===== config.mk =====
export PLATFORM = sky130hd
export DESIGN_NAME = epoch_seconds_to_calendar_top
export DESIGN_NICKNAME = d
export VERILOG_FILES = /design/src/rtl/core/e2c_pkg.sv /design/src/rtl/core/e2c_div.sv /design/src/rtl/core/e2c_month.sv /design/src/rtl/core/epoch_seconds_to_calendar_top.sv
export SDC_FILE = /design/constraint.sdc
export NUM_CORES = 1
export LEC_CHECK = 0
export BUFFER_PORTS_ARGS = -buffer_cell sky130_fd_sc_hd__buf_2
export CAP_MARGIN = 10
export CORE_ASPECT_RATIO = 1.5
export CORE_MARGIN = 2
export CORE_UTILIZATION = 34
export CTS_BUF_LIST = sky130_fd_sc_hd__clkbuf_2 sky130_fd_sc_hd__clkbuf_4 sky130_fd_sc_hd__clkbuf_8
export CTS_CLUSTER_DIAMETER = 60
export DETAILED_ROUTE_END_ITERATION = 12
export GPL_TIMING_DRIVEN = 0
export SLEW_MARGIN = 20
export SYNTH_ARGS = -nofsm -noshare
export SYNTH_HDL_FRONTEND = slang
export SYNTH_HIERARCHICAL = 1
export SYNTH_SLANG_ARGS = --single-unit

===== constraint.sdc =====
create_clock -name clock -period 5 [get_ports clock]
set_clock_uncertainty 0.1 [all_clocks]
set_input_delay 0.5 -clock clock [delete_from_list [all_inputs] [get_ports clock]]
set_output_delay 0.5 -clock clock [all_outputs]
set_load 0.03 [all_outputs]

===== src/rtl/core/e2c_pkg.sv =====
// Shared types, constants and the month-length table for the epoch-seconds-to-calendar block.
// Depends on nothing; every other file in rtl/core imports it.

package e2c_pkg;

   localparam int DIV_WIDTH  = 32;
   localparam int DIVR_WIDTH = 17;
   localparam int CNT_WIDTH  = 6;

   localparam logic [DIVR_WIDTH-1:0] SECS_PER_DAY = 17'd86400;
   localparam logic [DIVR_WIDTH-1:0] CYCLE_DAYS   = 17'd1461;
   localparam logic [DIVR_WIDTH-1:0] SIXTY        = 17'd60;
   localparam logic [DIVR_WIDTH-1:0] WEEK_DAYS    = 17'd7;
   localparam logic [DIVR_WIDTH-1:0] YEAR_DAYS    = 17'd365;

   localparam logic [10:0] LEAP_DAY_IN_CYCLE = 11'd789;
   localparam logic [11:0] BASE_YEAR         = 12'd1970;
   localparam logic [15:0] WEEKDAY_BIAS      = 16'd4;
   localparam logic [10:0] ZONE_RESET        = 11'd480;
   localparam logic [3:0]  LAST_MONTH_IDX    = 4'd11;

   typedef struct packed {
      logic [31:0] epoch_seconds;
      logic        to_local;
   } req_type;

   typedef struct packed {
      logic [5:0]  second;
      logic [5:0]  minute;
      logic [4:0]  hour;
      logic [2:0]  weekday;
      logic [11:0] year;
      logic [3:0]  month;
      logic [4:0]  day_of_month;
   } rsp_type;

   typedef struct packed {
      logic                  start;
      logic [DIV_WIDTH-1:0]  dividend;
      logic [DIVR_WIDTH-1:0] divisor;
      logic [CNT_WIDTH-1:0]  count;
   } div_req_type;

   typedef struct packed {
      logic                  busy;
      logic                  done;
      logic [DIV_WIDTH-1:0]  quotient;
      logic [DIVR_WIDTH-1:0] remainder;
   } div_rsp_type;

   typedef struct packed {
      logic       start;
      logic [8:0] day;
   } mon_req_type;

   typedef struct packed {
      logic       busy;
      logic       done;
      logic [3:0] month;
      logic [4:0] day_of_month;
   } mon_rsp_type;

   typedef enum logic [3:0] {
      ST_IDLE,
      ST_DAYS,
      ST_CYCLE,
      ST_SECOND,
      ST_MINUTE,
      ST_WEEKDAY,
      ST_YEAR,
      ST_MONTH,
      ST_DONE
   } state_type;

   // Length of a month in a common year, January at index 0.
   function automatic logic [4:0] month_len(input logic [3:0] idx);
      logic [4:0] len;
      unique case (idx)
         4'd1:                         len = 5'd28;
         4'd3, 4'd5, 4'd8, 4'd10:      len = 5'd30;
         default:                      len = 5'd31;
      endcase
      return len;
   endfunction

endpackage


===== src/rtl/core/e2c_div.sv =====
// Bit-serial restoring divider: one quotient bit per cycle, dividend left-aligned.
// Depends on e2c_pkg.

module e2c_div (
   input  logic                 clock,
   input  logic                 reset,
   input  e2c_pkg::div_req_type div_req,
   output e2c_pkg::div_rsp_type div_rsp
);
   import e2c_pkg::*;

   logic                  busy_ff, busy_in;
   logic                  done_ff, done_in;
   logic [CNT_WIDTH-1:0]  cnt_ff, cnt_in;
   logic [DIV_WIDTH-1:0]  quo_ff, quo_in;
   logic [DIVR_WIDTH-1:0] rem_ff, rem_in;
   logic [DIVR_WIDTH-1:0] dvs_ff, dvs_in;
   logic [DIVR_WIDTH:0]   trial;
   logic                  qbit;
   logic [DIVR_WIDTH:0]   diff;

   // The partial remainder stays below the divisor, so one shifted-in bit
   // keeps the trial value below twice the divisor.
   assign trial = {rem_ff, quo_ff[DIV_WIDTH-1]};
   assign diff  = trial - {1'b0, dvs_ff};
   assign qbit  = (trial >= {1'b0, dvs_ff});

   always_comb begin
      busy_in = busy_ff;
      done_in = 1'b0;
      cnt_in  = cnt_ff;
      quo_in  = quo_ff;
      rem_in  = rem_ff;
      dvs_in  = dvs_ff;
      if (div_req.start) begin
         busy_in = 1'b1;
         cnt_in  = div_req.count;
         quo_in  = div_req.dividend;
         rem_in  = '0;
         dvs_in  = div_req.divisor;
      end else if (busy_ff) begin
         rem_in = qbit ? diff[DIVR_WIDTH-1:0] : trial[DIVR_WIDTH-1:0];
         quo_in = {quo_ff[DIV_WIDTH-2:0], qbit};
         cnt_in = cnt_ff - 1'b1;
         if (cnt_ff == CNT_WIDTH'(1)) begin
            busy_in = 1'b0;
            done_in = 1'b1;
         end
      end
   end

   always_ff @(posedge clock) begin
      if (reset) begin
         busy_ff <= 1'b0;
         done_ff <= 1'b0;
      end else begin
         busy_ff <= busy_in;
         done_ff <= done_in;
      end
      cnt_ff <= cnt_in;
      quo_ff <= quo_in;
      rem_ff <= rem_in;
      dvs_ff <= dvs_in;
   end

   assign div_rsp.busy      = busy_ff;
   assign div_rsp.done      = done_ff;
   assign div_rsp.quotient  = quo_ff;
   assign div_rsp.remainder = rem_ff;

endmodule


===== src/rtl/core/e2c_month.sv =====
// Month walk: subtracts one month length per cycle from the day of the year.
// Depends on e2c_pkg for the month-length table and the port types.

module e2c_month (
   input  logic                 clock,
   input  logic                 reset,
   input  e2c_pkg::mon_req_type mon_req,
   output e2c_pkg::mon_rsp_type mon_rsp
);
   import e2c_pkg::*;

   logic       busy_ff, busy_in;
   logic       done_ff, done_in;
   logic [3:0] idx_ff, idx_in;
   logic [8:0] rem_ff, rem_in;
   logic [8:0] len;

   assign len = {4'b0, month_len(idx_ff)};

   always_comb begin
      busy_in = busy_ff;
      done_in = 1'b0;
      idx_in  = idx_ff;
      rem_in  = rem_ff;
      if (mon_req.start) begin
         busy_in = 1'b1;
         idx_in  = '0;
         rem_in  = mon_req.day;
      end else if (busy_ff) begin
         if (idx_ff < LAST_MONTH_IDX && rem_ff >= len) begin
            rem_in = rem_ff - len;
            idx_in = idx_ff + 1'b1;
         end else begin
            busy_in = 1'b0;
            done_in = 1'b1;
         end
      end
   end

   always_ff @(posedge clock) begin
      if (reset) begin
         busy_ff <= 1'b0;
         done_ff <= 1'b0;
      end else begin
         busy_ff <= busy_in;
         done_ff <= done_in;
      end
      idx_ff <= idx_in;
      rem_ff <= rem_in;
   end

   assign mon_rsp.busy         = busy_ff;
   assign mon_rsp.done         = done_ff;
   assign mon_rsp.month        = idx_ff + 1'b1;
   assign mon_rsp.day_of_month = rem_ff[4:0] + 1'b1;

endmodule


===== src/rtl/core/epoch_seconds_to_calendar_top.sv =====
// Top level of the epoch-seconds-to-calendar converter: sequencer, zone register, result register.
// Depends on e2c_pkg, e2c_div and e2c_month.

// The block turns a 32-bit count of seconds since 1970-01-01 00:00:00 UTC into
// second, minute, hour, weekday (Sunday is 0), year, month and day of month.
// When a request beat has to_local set, the zone offset in minutes (written
// through the csr_ port, 480 after reset) is multiplied by 60 and added to
// the count first, with the sum wrapping to 32 bits. Every fourth year is
// taken as a leap year, so dates are exact through 2099. One request is
// worked on at a time, and the next request beat can be taken in the cycle
// in which the result beat is presented. The conversion runs on a single
// shared bit-serial divider that retires one quotient bit per cycle over
// six divisions in turn (32, 16, 17, 11, 16 and 11 bits), followed by a
// month walk; for a February 29 the last division and the month walk are
// skipped. The finished result waits in an output register, so the next
// request is taken while a result beat is still waiting for rsp_ready.
// The user must write the zone register only while the block is idle;
// the block itself does not enforce it.

module epoch_seconds_to_calendar_top (
   input  logic             clock,
   input  logic             reset,
   input  logic             req_valid,
   output logic             req_ready,
   input  e2c_pkg::req_type req_data,
   output logic             rsp_valid,
   input  logic             rsp_ready,
   output e2c_pkg::rsp_type rsp_data,
   input  logic             csr_valid,
   output logic             csr_ready,
   input  logic [10:0]      csr_data
);
   import e2c_pkg::*;

   state_type   state_ff, state_in;
   div_req_type div_req;
   div_rsp_type div_rsp;
   mon_req_type mon_req;
   mon_rsp_type mon_rsp;

   logic [10:0] zone_ff;
   logic [31:0] zone_ext;
   logic [31:0] zone_secs;
   logic [31:0] secs;

   // Working values of the conversion in flight.
   logic [15:0] days_ff;
   logic [16:0] tod_ff;
   logic [5:0]  cycles_ff;
   logic [10:0] dic_ff;
   logic [10:0] dic_adj;
   logic        leap_day;
   logic [11:0] year_base;
   rsp_type     res_ff;

   logic        rsp_valid_ff;
   rsp_type     rsp_data_ff;
   logic        out_free;

   // Offset times 60 as (x << 6) - (x << 2); everything wraps to 32 bits.
   assign zone_ext  = {{21{zone_ff[10]}}, zone_ff};
   assign zone_secs = (zone_ext << 6) - (zone_ext << 2);
   assign secs      = req_data.epoch_seconds + (req_data.to_local ? zone_secs : 32'd0);

   // The leap day sits at day 789 of each four-year cycle; later days
   // shift down by one so that each year counts 365 days.
   assign leap_day  = (dic_ff == LEAP_DAY_IN_CYCLE);
   assign dic_adj   = (dic_ff > LEAP_DAY_IN_CYCLE) ? dic_ff - 11'd1 : dic_ff;
   assign year_base = BASE_YEAR + {4'b0, cycles_ff, 2'b00};

   assign out_free  = !rsp_valid_ff || rsp_ready;

   e2c_div u_div (
      .clock   (clock),
      .reset   (reset),
      .div_req (div_req),
      .div_rsp (div_rsp)
   );

   e2c_month u_month (
      .clock   (clock),
      .reset   (reset),
      .mon_req (mon_req),
      .mon_rsp (mon_rsp)
   );

   // Next state.
   always_comb begin
      state_in = state_ff;
      unique case (state_ff)
         ST_IDLE:    if (req_valid) state_in = ST_DAYS;
         ST_DAYS:    if (div_rsp.done) state_in = ST_CYCLE;
         ST_CYCLE:   if (div_rsp.done) state_in = ST_SECOND;
         ST_SECOND:  if (div_rsp.done) state_in = ST_MINUTE;
         ST_MINUTE:  if (div_rsp.done) state_in = ST_WEEKDAY;
         ST_WEEKDAY: begin
            if (div_rsp.done) state_in = leap_day ? ST_DONE : ST_YEAR;
         end
         ST_YEAR:    if (div_rsp.done) state_in = ST_MONTH;
         ST_MONTH:   if (mon_rsp.done) state_in = ST_DONE;
         ST_DONE:    if (out_free) state_in = ST_IDLE;
         default:    state_in = ST_IDLE;
      endcase
   end

   // Outputs: the divider is started with each dividend left-aligned in
   // 32 bits and a step count equal to its width.
   always_comb begin
      req_ready        = 1'b0;
      div_req.start    = 1'b0;
      div_req.dividend = '0;
      div_req.divisor  = SECS_PER_DAY;
      div_req.count    = CNT_WIDTH'(32);
      mon_req.start    = 1'b0;
      mon_req.day      = div_rsp.remainder[8:0];
      unique case (state_ff)
         ST_IDLE: begin
            req_ready        = 1'b1;
            div_req.start    = req_valid;
            div_req.dividend = secs;
         end
         ST_DAYS: begin
            div_req.start    = div_rsp.done;
            div_req.dividend = {div_rsp.quotient[15:0], 16'b0};
            div_req.divisor  = CYCLE_DAYS;
            div_req.count    = CNT_WIDTH'(16);
         end
         ST_CYCLE: begin
            div_req.start    = div_rsp.done;
            div_req.dividend = {tod_ff, 15'b0};
            div_req.divisor  = SIXTY;
            div_req.count    = CNT_WIDTH'(17);
         end
         ST_SECOND: begin
            div_req.start    = div_rsp.done;
            div_req.dividend = {div_rsp.quotient[10:0], 21'b0};
            div_req.divisor  = SIXTY;
            div_req.count    = CNT_WIDTH'(11);
         end
         ST_MINUTE: begin
            div_req.start    = div_rsp.done;
            div_req.dividend = {days_ff + WEEKDAY_BIAS, 16'b0};
            div_req.divisor  = WEEK_DAYS;
            div_req.count    = CNT_WIDTH'(16);
         end
         ST_WEEKDAY: begin
            div_req.start    = div_rsp.done && !leap_day;
            div_req.dividend = {dic_adj, 21'b0};
            div_req.divisor  = YEAR_DAYS;
            div_req.count    = CNT_WIDTH'(11);
         end
         ST_YEAR: begin
            mon_req.start = div_rsp.done;
         end
         ST_MONTH, ST_DONE: begin
         end
         default: begin
         end
      endcase
   end

   always_ff @(posedge clock) begin
      if (reset) begin
         state_ff <= ST_IDLE;
      end else begin
         state_ff <= state_in;
      end
   end

   // Collect the fields as each division and the month walk finish.
   always_ff @(posedge clock) begin
      if (div_rsp.done) begin
         unique case (state_ff)
            ST_DAYS: begin
               days_ff <= div_rsp.quotient[15:0];
               tod_ff  <= div_rsp.remainder;
            end
            ST_CYCLE: begin
               cycles_ff <= div_rsp.quotient[5:0];
               dic_ff    <= div_rsp.remainder[10:0];
            end
            ST_SECOND: res_ff.second <= div_rsp.remainder[5:0];
            ST_MINUTE: begin
               res_ff.minute <= div_rsp.remainder[5:0];
               res_ff.hour   <= div_rsp.quotient[4:0];
            end
            ST_WEEKDAY: begin
               res_ff.weekday <= div_rsp.remainder[2:0];
               if (leap_day) begin
                  res_ff.year         <= year_base + 12'd2;
                  res_ff.month        <= 4'd2;
                  res_ff.day_of_month <= 5'd29;
               end
            end
            ST_YEAR: res_ff.year <= year_base + {10'b0, div_rsp.quotient[1:0]};
            default: begin
            end
         endcase
      end
      if (mon_rsp.done) begin
         res_ff.month        <= mon_rsp.month;
         res_ff.day_of_month <= mon_rsp.day_of_month;
      end
   end

   // Result register and zone register.
   always_ff @(posedge clock) begin
      if (reset) begin
         rsp_valid_ff <= 1'b0;
         zone_ff      <= ZONE_RESET;
      end else begin
         if (state_ff == ST_DONE && out_free) begin
            rsp_valid_ff <= 1'b1;
         end else if (rsp_ready) begin
            rsp_valid_ff <= 1'b0;
         end
         if (csr_valid) begin
            zone_ff <= csr_data;
         end
      end
      if (state_ff == ST_DONE && out_free) begin
         rsp_data_ff <= res_ff;
      end
   end

   assign rsp_valid = rsp_valid_ff;
   assign rsp_data  = rsp_data_ff;
   assign csr_ready = 1'b1;

   // The shared divider is never restarted while it is still stepping.
   a_div_start_idle: assert property (@(posedge clock) disable iff (reset)
      div_req.start |-> !div_rsp.busy || div_rsp.done)
      else $error("divider started while busy");

   // No unit is left running when the sequencer goes back to idle.
   a_idle_quiet: assert property (@(posedge clock) disable iff (reset)
      state_ff == ST_IDLE |-> !div_rsp.busy && !mon_rsp.busy)
      else $error("unit busy while sequencer idle");

   // The month walk always ends on a month from 1 to 12.
   a_month_range: assert property (@(posedge clock) disable iff (reset)
      mon_rsp.done |-> mon_rsp.month >= 4'd1 && mon_rsp.month <= 4'd12)
      else $error("month out of range");

   // A result only appears after the sequencer has finished an item.
   a_rsp_from_done: assert property (@(posedge clock) disable iff (reset)
      $rose(rsp_valid_ff) |-> $past(state_ff) == ST_DONE)
      else $error("result raised outside the done step");

endmodule


### After elaboration in Yosys (flattened, before gate mapping)

Cells that the tools add are included.

| storage, ports and cells | value |
|---|---|
| flip-flop bits (word level) | 237 |
| input port bits | 49 |
| output and inout port bits | 44 |
| logic and storage cells | 143 |

| operators by class | value |
|---|---|
| add/subtract/negate cells | 12 |
| $lt $le $gt $ge | 4 |
| equal/unequal tests | 25 |
| multiplexer cells | 41 |
| bitwise operators | 2 |
| reduce and logical (&&, ||, !) cells | 28 |

Operator list:

| operator | count |
|---|---|
| $pmux W33 S6 | 1 |
| $pmux W23 S5 | 1 |
| $mux W32 | 3 |
| $mux W9 | 6 |
| $mux W4 | 10 |
| $pmux W4 S9 | 1 |
| $add A32 B32 Y32 | 1 |
| $pmux W12 S2 | 1 |
| $mux W21 | 1 |
| $eq A4 B3 Y1 const B | 5 |
| $ge A18 B17 Y1 | 1 |
| $sub A17 B13 Y18 | 1 |
| $mux W17 | 1 |
| $sub A17 B17 Y17 | 1 |
| $add A16 B3 Y16 const B | 1 |
| $reduce_bool A2 Y1 | 8 |
| $ne A2 B1 Y1 const B | 7 |
| $reduce_and A2 Y1 | 7 |
| $add A11 B8 Y12 const A | 1 |
| $add A12 B2 Y12 | 1 |
| $add A12 B2 Y12 const B | 1 |
| $eq A4 B2 Y1 const B | 3 |
| $eq A4 B4 Y1 const B | 3 |
| $mux W1 | 12 |
| 24 further kinds | 34 |

### Logic depth before layout (Yosys ltp)

Gate-level depths: netlist of run 1.

| depth | value |
|---|---|
| word-level depth | 8 |
| mapped depth | 19 |
| gate-level depth less buffers | 18 |

### By module

Netlist of run 1, hierarchy kept.

By module, submodules not included:

| module | times used | cells each | area an instance (µm²) | seq. area each (µm²) |
|---|---|---|---|---|
| epoch_seconds_to_calendar_top | 1 | 849 | 8768.4 | 4284.1 |
| e2c_div | 1 | 334 | 3936.3 | 2031.9 |
| e2c_month | 1 | 109 | 1056.0 | 390.4 |

### Worst setup path after synthesis of run 1

OpenSTA, ideal clock, no wires.

| path | value |
|---|---|
| path kind | register to register |
| from | reg zone_ff[5] |
| to | reg u_div.quo_ff[30] (data pin) |
| setup time | 0.260 ns |
| arrival time | 4.523 ns |
| data required time | 4.640 ns |
| setup slack | 0.117 ns |
| cell stages (with the launch flop) | 19 |
| buffers on the path | 1 |
| period minus slack after synthesis | 4.883 ns |
| cell sequence | dfxtp_1 inv_1 ha_1 a21o_1 nand2_1 a31oi_1 a21oi_1 o21ai_0 a221oi_1 ha_1 buf_4 a21oi_1 o21ai_0 a21oi_1 o21ai_1 mux2i_1 a221o_1 or3_1 mux2_2 |

RTL lines:

| element | line | source |
|---|---|---|
| from (decl) | epoch_seconds_to_calendar_top.sv:41 | `logic [10:0] zone_ff;` |
| from (signal assigned) | epoch_seconds_to_calendar_top.sv:218 | `zone_ff <= csr_data;` |
| to (signal assigned) | e2c_div.sv:61 | `quo_ff <= quo_in;` |
| to (decl) | e2c_div.sv:15 | `logic [DIV_WIDTH-1:0] quo_ff, quo_in;` |

==> impl_metrics.yaml, run 1 <==
sta:
  finalMaxSlewViolations: 0
  period_needed_ns: 4.79
  whs_ns: 0.0671
  tightest_slew_ns: 0.918
  maxSlewHeadroom: 0.383
  rsz0062_at_grt: "true"
  setup_viol: 0
  fin_crit_sh: 0.957
  finalSetupTns_ns: 0
  timing.fmax_mhz: 209
  finalHoldViolations: 0
die:
  start_util: 0.343
  num_rows: 90
  die_h_microns: 250
  io_pins: 93
  core_region_area_sq_um: 40100
  die-area_sq_um: 42100
  die_width_microns: 168
worst_setup_path:
  r2r-end: "u_div/quo_ff[29]"
  critPathKind: "register to register"
  startpoint: "state_ff[0]"
  r2r_start: "state_ff[0]"
  critPathArrivalTime_ns: 4.98
  r2r_slack_ns: 0.21
  cp_max_fo: 23
  start_kind: "register"
  rr_worst_depth: 9
  endpoint_kind: "register"
  cp.required_ns: 5.20
yosys:
  ys_warn_count: 6
  syn_area_per_cell_sq_um: 10.7
  syn_area_sq_um: 13700
  synth_cells: 1290
clock_network:
  clk_path_buf_depth: 3
  postCtsSetupRepairBufs: 0
  htreeDepth: 2
  numCtsBuffers: 39
  cts_tree: "yes"
  cts_sinks: 237
  clkSlewWorstSetupHoldPaths_ns: 0.06
  cts_root_buffer: "clkbuf_8"
  clk_latency_ns: 0.56
layout:
  multi_input_area_sq_um: 6580
  register_area_sq_um: 6710
  syn_to_final_growth_pct: 14.5
  drive_above_1_share: 0.175
  nFillCells: 3946
  final_nets: 1555
pwr:
  power_density_nw_per_um2: 347
  total_leakage_power_uw: 0.00603
  ir_drop_mv: 0.189
place:
  io_buffers: 90
  gp_congestion: 0.919
  dpl.hpwl_mm: 26.3
min_path:
  hp-start: "csr_data[8]"
  worstHoldEndpoint: "zone_ff[8]"
  hold_class: "input port to register"
  worstHoldPathCells: 3
global_route:
  grt_pass1_wl_mm: 55.2
  track_usage: 0.165
  grt_max_degree: 35
  antenna_found_initial: 2
  grt_pass1_vias: 10399
  grt_overflow_total: 0
drt:
  drc_errors: 0
  vias_per_cell: 5.26
  drt_iter0_drc: 671
  dr.pass1.iters: 7
  ant_nets: 0
  detail_route.wl_per_cell_microns: 17.6
  wl_mm: 34.6
  vias: 10333
outcome:
  status: "completed"
job:
  maxCapViolCount: 0
==> per-layer routing <==
layer / global-route usage / vias up / wire, microns
met5: 0 / - / 13
met4: 0.0648 / 2 / 1220
met3: 0.0270 / 77 / 1700
met2: 0.301 / 303 / 17700
met1: 0.192 / 4891 / 13900
li1: - / 5060 / -
==> worst max-delay path: stages, from the launching register on <==
cell and delay [ns]:
dfxtp_1 0.30, buf_2 0.16, nor2_1 0.60, nand2_1 0.37, inv_1 0.19, clkbuf_1 0.55, a32o_4 0.49, buf_1 0.66
buf_1 0.68, mux2_2 0.41
==> per-stage QoR <==
step	std cells	utilization	setup slack, ns	instance area (sq um)	power (uW)
global route	1964	0.392	-0.0529	15700	5760
detailed placement	1894	0.373	0.00679	14900	3810
finish	1964	0.392	0.215	15700	5460
global placement	1890	0.370	-0.751	14800	3770
CTS	1963	0.392	0.0211	15700	5510
floorplan	1294	-	0.117	13800	3410
==> placed cells by master, fill, tap and decap left out, types with 14 or more instances in the layout <==
cell	instances
ha_1	74
nor3_1	20
edfxtp_1	196
buf_2	98
nand2b_1	18
o21ai_1	15
clkbuf_1	29
mux2i_1	32
inv_1	65
nand2_1	92
xnor2_1	47
mux2_2	36
a21o_1	18
xor2_1	39
clkbuf_4	14
nand4_1	17
clkbuf_8	40
nand3_1	36
o21ai_0	56
dfxtp_1	41
and3_1	15
a21oi_1	86
nor2_1	105
and2_1	24
==> state kept, by name, summed over array words and instances, names as in the netlist, 6 cells and up <==
name and cells:
rsp_data 41, days_ff 16, res_ff 41, u_div/cnt_ff 6
u_div/dvs_ff 17, u_div/quo_ff 32, tod_ff 17, cycles_ff 6
u_div/rem_ff 17, dic_ff 11, zone_ff 11, u_month/rem_ff 9
==> worst max-delay path by stage <==
stage | slack, ns | cells past startpoint | end
after floorplan | 0.12 | 18 | u_div/quo_ff[30]
after global placement | -0.75 | 18 | u_div/quo_ff[30]
after detailed placement | 0.007 | 17 | u_div/quo_ff[30]
after CTS | 0.02 | 17 | u_div/quo_ff[30]
after global routing | -0.05 | 19 | u_div/quo_ff[30]
final | 0.21 | 9 | u_div/quo_ff[29]
==> report_power, final <==
group	internal, uW	switching, uW
Sequential	2350	150
Combinational	529	757
Clock	907	767
Total	3780	1670
==> final cells by class <==
class,instances,share of cell area
repair buffers,94,0.0334
flip-flops and latches,237,0.426
plain buffers,55,0.0173
diodes,1,0.000159
clock inverters,15,0.00676
clock buffers,54,0.0417
multi-input cells,936,0.418
inverters,66,0.0157
well taps,506,0.0402
==> timing repair <==
item	in CTS	in global routing
endpoints found under the hold margin	0	0
resized for setup	0	6
hold buffers	0	0
endpoints found under the setup margin	0	6
No activity file was read; power rests on OpenSTA's default activity.
==> run 2: changes to the inputs <==
Clock period 5 ns to 5.87 ns, I/O delays scaled along.
==> run 2 against run 1 <==
Net effect: count of clock-buffer cells in the layout is the same; power fell by 15%; via count is 0.52% lower; sequential share of layout area grew 0.088 points; die area unchanged; final cell count unchanged; flip-flop and latch count stayed put; cell area shrank 0.21%; register-to-register slack better by 0.68 ns; non-clock buffer count unchanged; global-route usage did not move; sequential power decreased by 15%; critical endpoint is now u_div/quo_ff[30]; largest power group unchanged; highest routed layer unchanged.
==> impl_metrics.yaml, run 2 (same netlist as run 1, synthesis figures left out) <==
drt:
  vias: 10279
  ant_nets: 0
  dr.pass1.iters: 5
  detail_route.wl_per_cell_microns: 17.6
  wl_mm: 34.5
  drc_errors: 0
  drt_iter0_drc: 629
  vias_per_cell: 5.23
global_route:
  grt_pass1_vias: 10399
  track_usage: 0.165
  grt_max_degree: 35
  antenna_found_initial: 2
  grt_overflow_total: 0
  grt_pass1_wl_mm: 55.2
sta:
  period_needed_ns: 4.97
  timing.fmax_mhz: 201
  fin_crit_sh: 0.847
  setup_viol: 0
  finalMaxSlewViolations: 0
  rsz0062_at_grt: "false"
  layout_setup_ws_ns: 0.898
  maxSlewHeadroom: 0.355
  finalHoldViolations: 0
  whs_ns: 0.155
  finalSetupTns_ns: 0
  tightest_slew_ns: 0.961
clock_network:
  numCtsBuffers: 39
  cts_tree: "yes"
  clk_latency_ns: 0.57
  cts_root_buffer: "clkbuf_8"
  htreeDepth: 2
  clk_path_buf_depth: 3
  post_cts_resized: 0
  postCtsSetupRepairBufs: 0
  cts_sinks: 237
  ctsHoldBuffers: 0
  clkSlewWorstSetupHoldPaths_ns: 0.06
pwr:
  ir_drop_mv: 0.160
  clkPwrFrac: 0.307
  swShare: 0.306
  total_leakage_power_uw: 0.00603
  combPwrFrac: 0.234
  intPower_uw: 3220
  pwr-share-seq: 0.458
  p_switching_uw: 1420
  power_density_nw_per_um2: 296
die:
  die-area_sq_um: 42100
  die_h_microns: 250
  num_rows: 90
  core_region_area_sq_um: 40100
  die_width_microns: 168
  io_pins: 93
  start_util: 0.343
layout:
  nFillCells: 3950
  register_area_sq_um: 6710
  multi_input_area_sq_um: 6550
  syn_to_final_growth_pct: 14.2
  drive_above_1_share: 0.172
  final_nets: 1555
  final_cell_mix: "edfxtp_1, nor2_1, buf_2"
  final_common_cell: "edfxtp_1"
  utilization: 0.392
place:
  gp_congestion: 0.919
  io_buffers: 90
  pre_cts_ws_ns: 0.877
  dpl.hpwl_mm: 26.3
min_path:
  hold_class: "input port to register"
  worstHoldPathCells: 3
worst_setup_path:
  cp_max_fo: 12
  endpoint_kind: "register"
  cp.required_ns: 6.09
  critPathKind: "register to register"
  start_kind: "register"
  rr_worst_depth: 17
  critPathArrivalTime_ns: 5.19
job:
  maxCapViolCount: 0
outcome:
  status: "completed"
[run 2: cell counts in the layout (fill, tap and decap cells not counted)]
Identical to the previous run, type by type.
[run 2: path summary, 6_finish.rpt]
kind | startpoint | endpoint | slack (ns)
worst max-delay path | zone_ff[0] | u_div/quo_ff[30] | 0.90
worst min-delay path | csr_data[8] | zone_ff[8] | 0.15
worst max register to register | zone_ff[0] | u_div/quo_ff[30] | 0.90
worst min register to register | res_ff[12] | rsp_data[12] | 0.31
[run 2: metal layers]
| layer | track usage | up-vias | routed length [microns] |
|---|---|---|---|
| met2 | 0.301 | 290 | 17700 |
| met5 | 0 | - | 13 |
| met4 | 0.0648 | 2 | 1190 |
| li1 | - | 5064 | - |
| met1 | 0.192 | 4853 | 13900 |
| met3 | 0.0270 | 70 | 1680 |
[run 2: per-stage QoR]
step                power [uW]  std cells  instance area (sq um)
floorplan                 2910       1294                  13800
global placement          3210       1890                  14800
detailed placement        3240       1894                  14900
CTS                       4690       1963                  15700
global route              4900       1964                  15700
finish                    4640       1964                  15700
[run 2: power by group through the flow]
stage	Sequential (uW)	Clock [uW]	Combinational [uW]
2_1_floorplan	2090	0	812
3_3_place_gp	2160	0	1050
3_5_place_dp	2170	0	1080
4_1_cts	2130	1480	1080
5_1_grt	2140	1550	1210
6_report	2130	1430	1090
[run 2: area by class of cell]
cell class | count | share of cell area
buffer | 55 | 0.0174
clock inverter | 15 | 0.00677
tap | 506 | 0.0403
inverter | 66 | 0.0158
clock buffer | 54 | 0.0418
sequential | 237 | 0.427
antenna | 1 | 0.000159
multi-input combinational | 936 | 0.417
timing repair buffer | 94 | 0.0335
[run 2: critical path, stage by stage, from the launching register on]
cell      delay [ns]
dfxtp_1         0.37
nor4_1          0.50
nand4_1         0.20
a31oi_1         0.41
a21oi_1         0.12
o21ai_0         0.34
a221oi_2        0.15
buf_4           0.22
ha_1            0.27
buf_2           0.20
nand4_2         0.16
o31ai_1         0.26
a21oi_1         0.10
o21ai_1         0.23
mux2i_1         0.12
a221o_1         0.36
or3_1           0.37
mux2_2          0.26
==> run 3: changes to the inputs <==
Settings changed: ABC_AREA from default to 1.
Clock period 5.87 ns to 4.3 ns, I/O delays scaled along.
==> run 3 against run 2 <==
Net effect: critical path depth up 4; global-route usage grew 0.91 points; largest power group unchanged; register-to-register slack lost 0.42 ns; count of clock-buffer cells in the layout unchanged; synthesized area up 6.5%; critical endpoint is now u_div/quo_ff[22]; final cell count grew 32%.
==> impl_metrics.yaml, run 3 <==
layout:
  final_nets: 2113
  utilization: 0.393
  syn_to_final_growth_pct: 14.7
  multi_input_area_sq_um: 6840
  nFillCells: 4399
  drive_above_1_share: 0.132
  final_cell_mix: "nand2_1, inv_1, edfxtp_1"
  fin_cells: 2585
  register_area_sq_um: 6710
  final_common_cell: "nand2_1"
die:
  num_rows: 93
  die-area_sq_um: 44800
  core_region_area_sq_um: 42700
  start_util: 0.343
  die_width_microns: 173
  io_pins: 93
  die_h_microns: 258
pwr:
  ir_drop_mv: 0.234
  power_density_nw_per_um2: 508
  total_power_uw: 8530
  total_leakage_power_uw: 0.00779
place:
  gp_congestion: 0.908
  placedCellCount: 2511
  io_buffers: 90
  dpl.hpwl_mm: 30.9
sta:
  period_needed_ns: 3.83
  finalHoldViolations: 0
  maxSlewHeadroom: 0.381
  setup_viol: 0
  rsz0062_at_grt: "false"
  finalMaxSlewViolations: 0
  fin_crit_sh: 0.890
  tightest_slew_ns: 0.928
  finalSetupTns_ns: 0
  timing.fmax_mhz: 261
worst_setup_path:
  cp_max_fo: 15
  worst-path-buf-inv: 2
  timing.critical_path.mode_cell: "nand2_1"
  crit_chain: "inv_1 -> ha_1 -> nand2_1 -> nor2_1 -> nand2_1 -> nand2_1 -> nand2_1 -> nand2_1 -> nand2_2 -> ha_1 -> nand2_1 -> nor2_1 -> inv_1 -> nor2_1 -> nand4_1 -> nand3_1 -> nand2_1 -> nand3_1 -> nand2_1 -> nand2_1 -> nand2_1"
  critPathArrivalTime_ns: 4.03
  start_kind: "register"
  cpPeakStageDelay_ns: 0.47
  cp.required_ns: 4.51
  crit_slowest_cell: "ha_1"
  critPathKind: "register to register"
  crit_family: "simple AND/OR/NAND/NOR gates"
  endpoint_kind: "register"
drt:
  wl_mm: 39.2
  dr.pass1.iters: 6
  ant_nets: 0
  drc_errors: 0
  vias: 12337
  drt_iter0_drc: 762
  vias_per_cell: 4.77
  detail_route.wl_per_cell_microns: 15.2
clock_network:
  cts_root_buffer: "clkbuf_8"
  cts_tree: "yes"
  clk_path_buf_depth: 3
  htreeDepth: 2
  clkSlewWorstSetupHoldPaths_ns: 0.06
  clk_latency_ns: 0.57
  cts_sinks: 237
  numCtsBuffers: 39
min_path:
  hold_class: "input port to register"
global_route:
  grt_overflow_total: 0
  grt_pass1_wl_mm: 62.0
  grt_pass1_vias: 12078
  grt-busiest-layer: "met2"
  track_usage: 0.174
  grt_use_met2: 0.337
  grt_use_met3: 0.0227
  grt_util_met1: 0.188
  grt_max_degree: 39
  antenna_found_initial: 1
yosys:
  ys_warn_count: 6
  syn_area_sq_um: 14600
  syn_area_per_cell_sq_um: 7.94
  synth_cells: 1843
outcome:
  status: "completed"
job:
  maxCapViolCount: 0
==> run 3: cell count changes in the layout (fill, tap and decap cells not counted), sizes merged, moves of 33 or more <==
cell   change
nand2    +543
inv      +175
nand3     +77
nor2      +74
mux2      -38
xnor2     -33
==> run 3: worst register-to-register path, delay by kind of cell (launching register included) <==
kind                     cells  cell delay [ns]
buffers and inverters        2             0.21
adder cells (fa/ha/maj)      2             0.86
AND/OR/NAND/NOR             17             2.05
flip-flops                   1             0.38
==> run 3: final cells by class <==
cell class | instances | share of cell area
multi-input cells | 1328 | 0.408
flip-flops and latches | 237 | 0.400
inverters | 249 | 0.0558
well taps | 570 | 0.0425
clock buffers | 54 | 0.0398
repair buffers | 99 | 0.0330
plain buffers | 33 | 0.0125
clock inverters | 14 | 0.00909
diodes | 1 | 0.000149
==> run 3: metrics by stage <==
stage | hold WS, ns | instance area, sq um | setup slack, ns
after floorplan | 0.300 | 14700 | 0.731
after global placement | 0.300 | 15800 | -0.532
after detailed placement | 0.305 | 15900 | -0.216
after CTS | 0.0422 | 16800 | 0.178
after global routing | 0.0914 | 16800 | 0.0912
final | 0.0761 | 16800 | 0.475
==> run 3: timing repair <==
| item | 4_1_cts | 5_1_grt |
|---|---|---|
| endpoints found under the hold margin | 7 | 0 |
| gates resized for setup | 2 | 5 |
| endpoints found under the setup margin | 38 | 43 |
| hold buffers | 5 | 0 |
| buffers inserted | 0 | 0 |
==> run 3: final timing paths <==
| check | start | to | slack (ns) | cells after the start |
|---|---|---|---|---|
| worst max register to register | zone_ff[4] | u_div/quo_ff[22] | 0.47 | 21 |
| worst max-delay path | zone_ff[4] | u_div/quo_ff[22] | 0.47 | 21 |
| worst min-delay path | csr_data[4] | zone_ff[4] | 0.08 | 3 |
| worst min register to register | res_ff[28] | rsp_data[28] | 0.31 | 0 |
==> run 3: where the power goes <==
group          total [uW]  leakage, uW  internal (uW)  switching [uW]
clock                2120     0.000427           1190             930
combinational        3040      0.00523            978            2060
sequential           3370      0.00214           3020             349
total                8530      0.00779           5190            3340
==> run 3: per-layer routing <==
layer	up-vias	wire (microns)
met5	-	0
li1	6310	-
met1	5628	15100
met4	0	1540
met3	85	1670
met2	314	20900
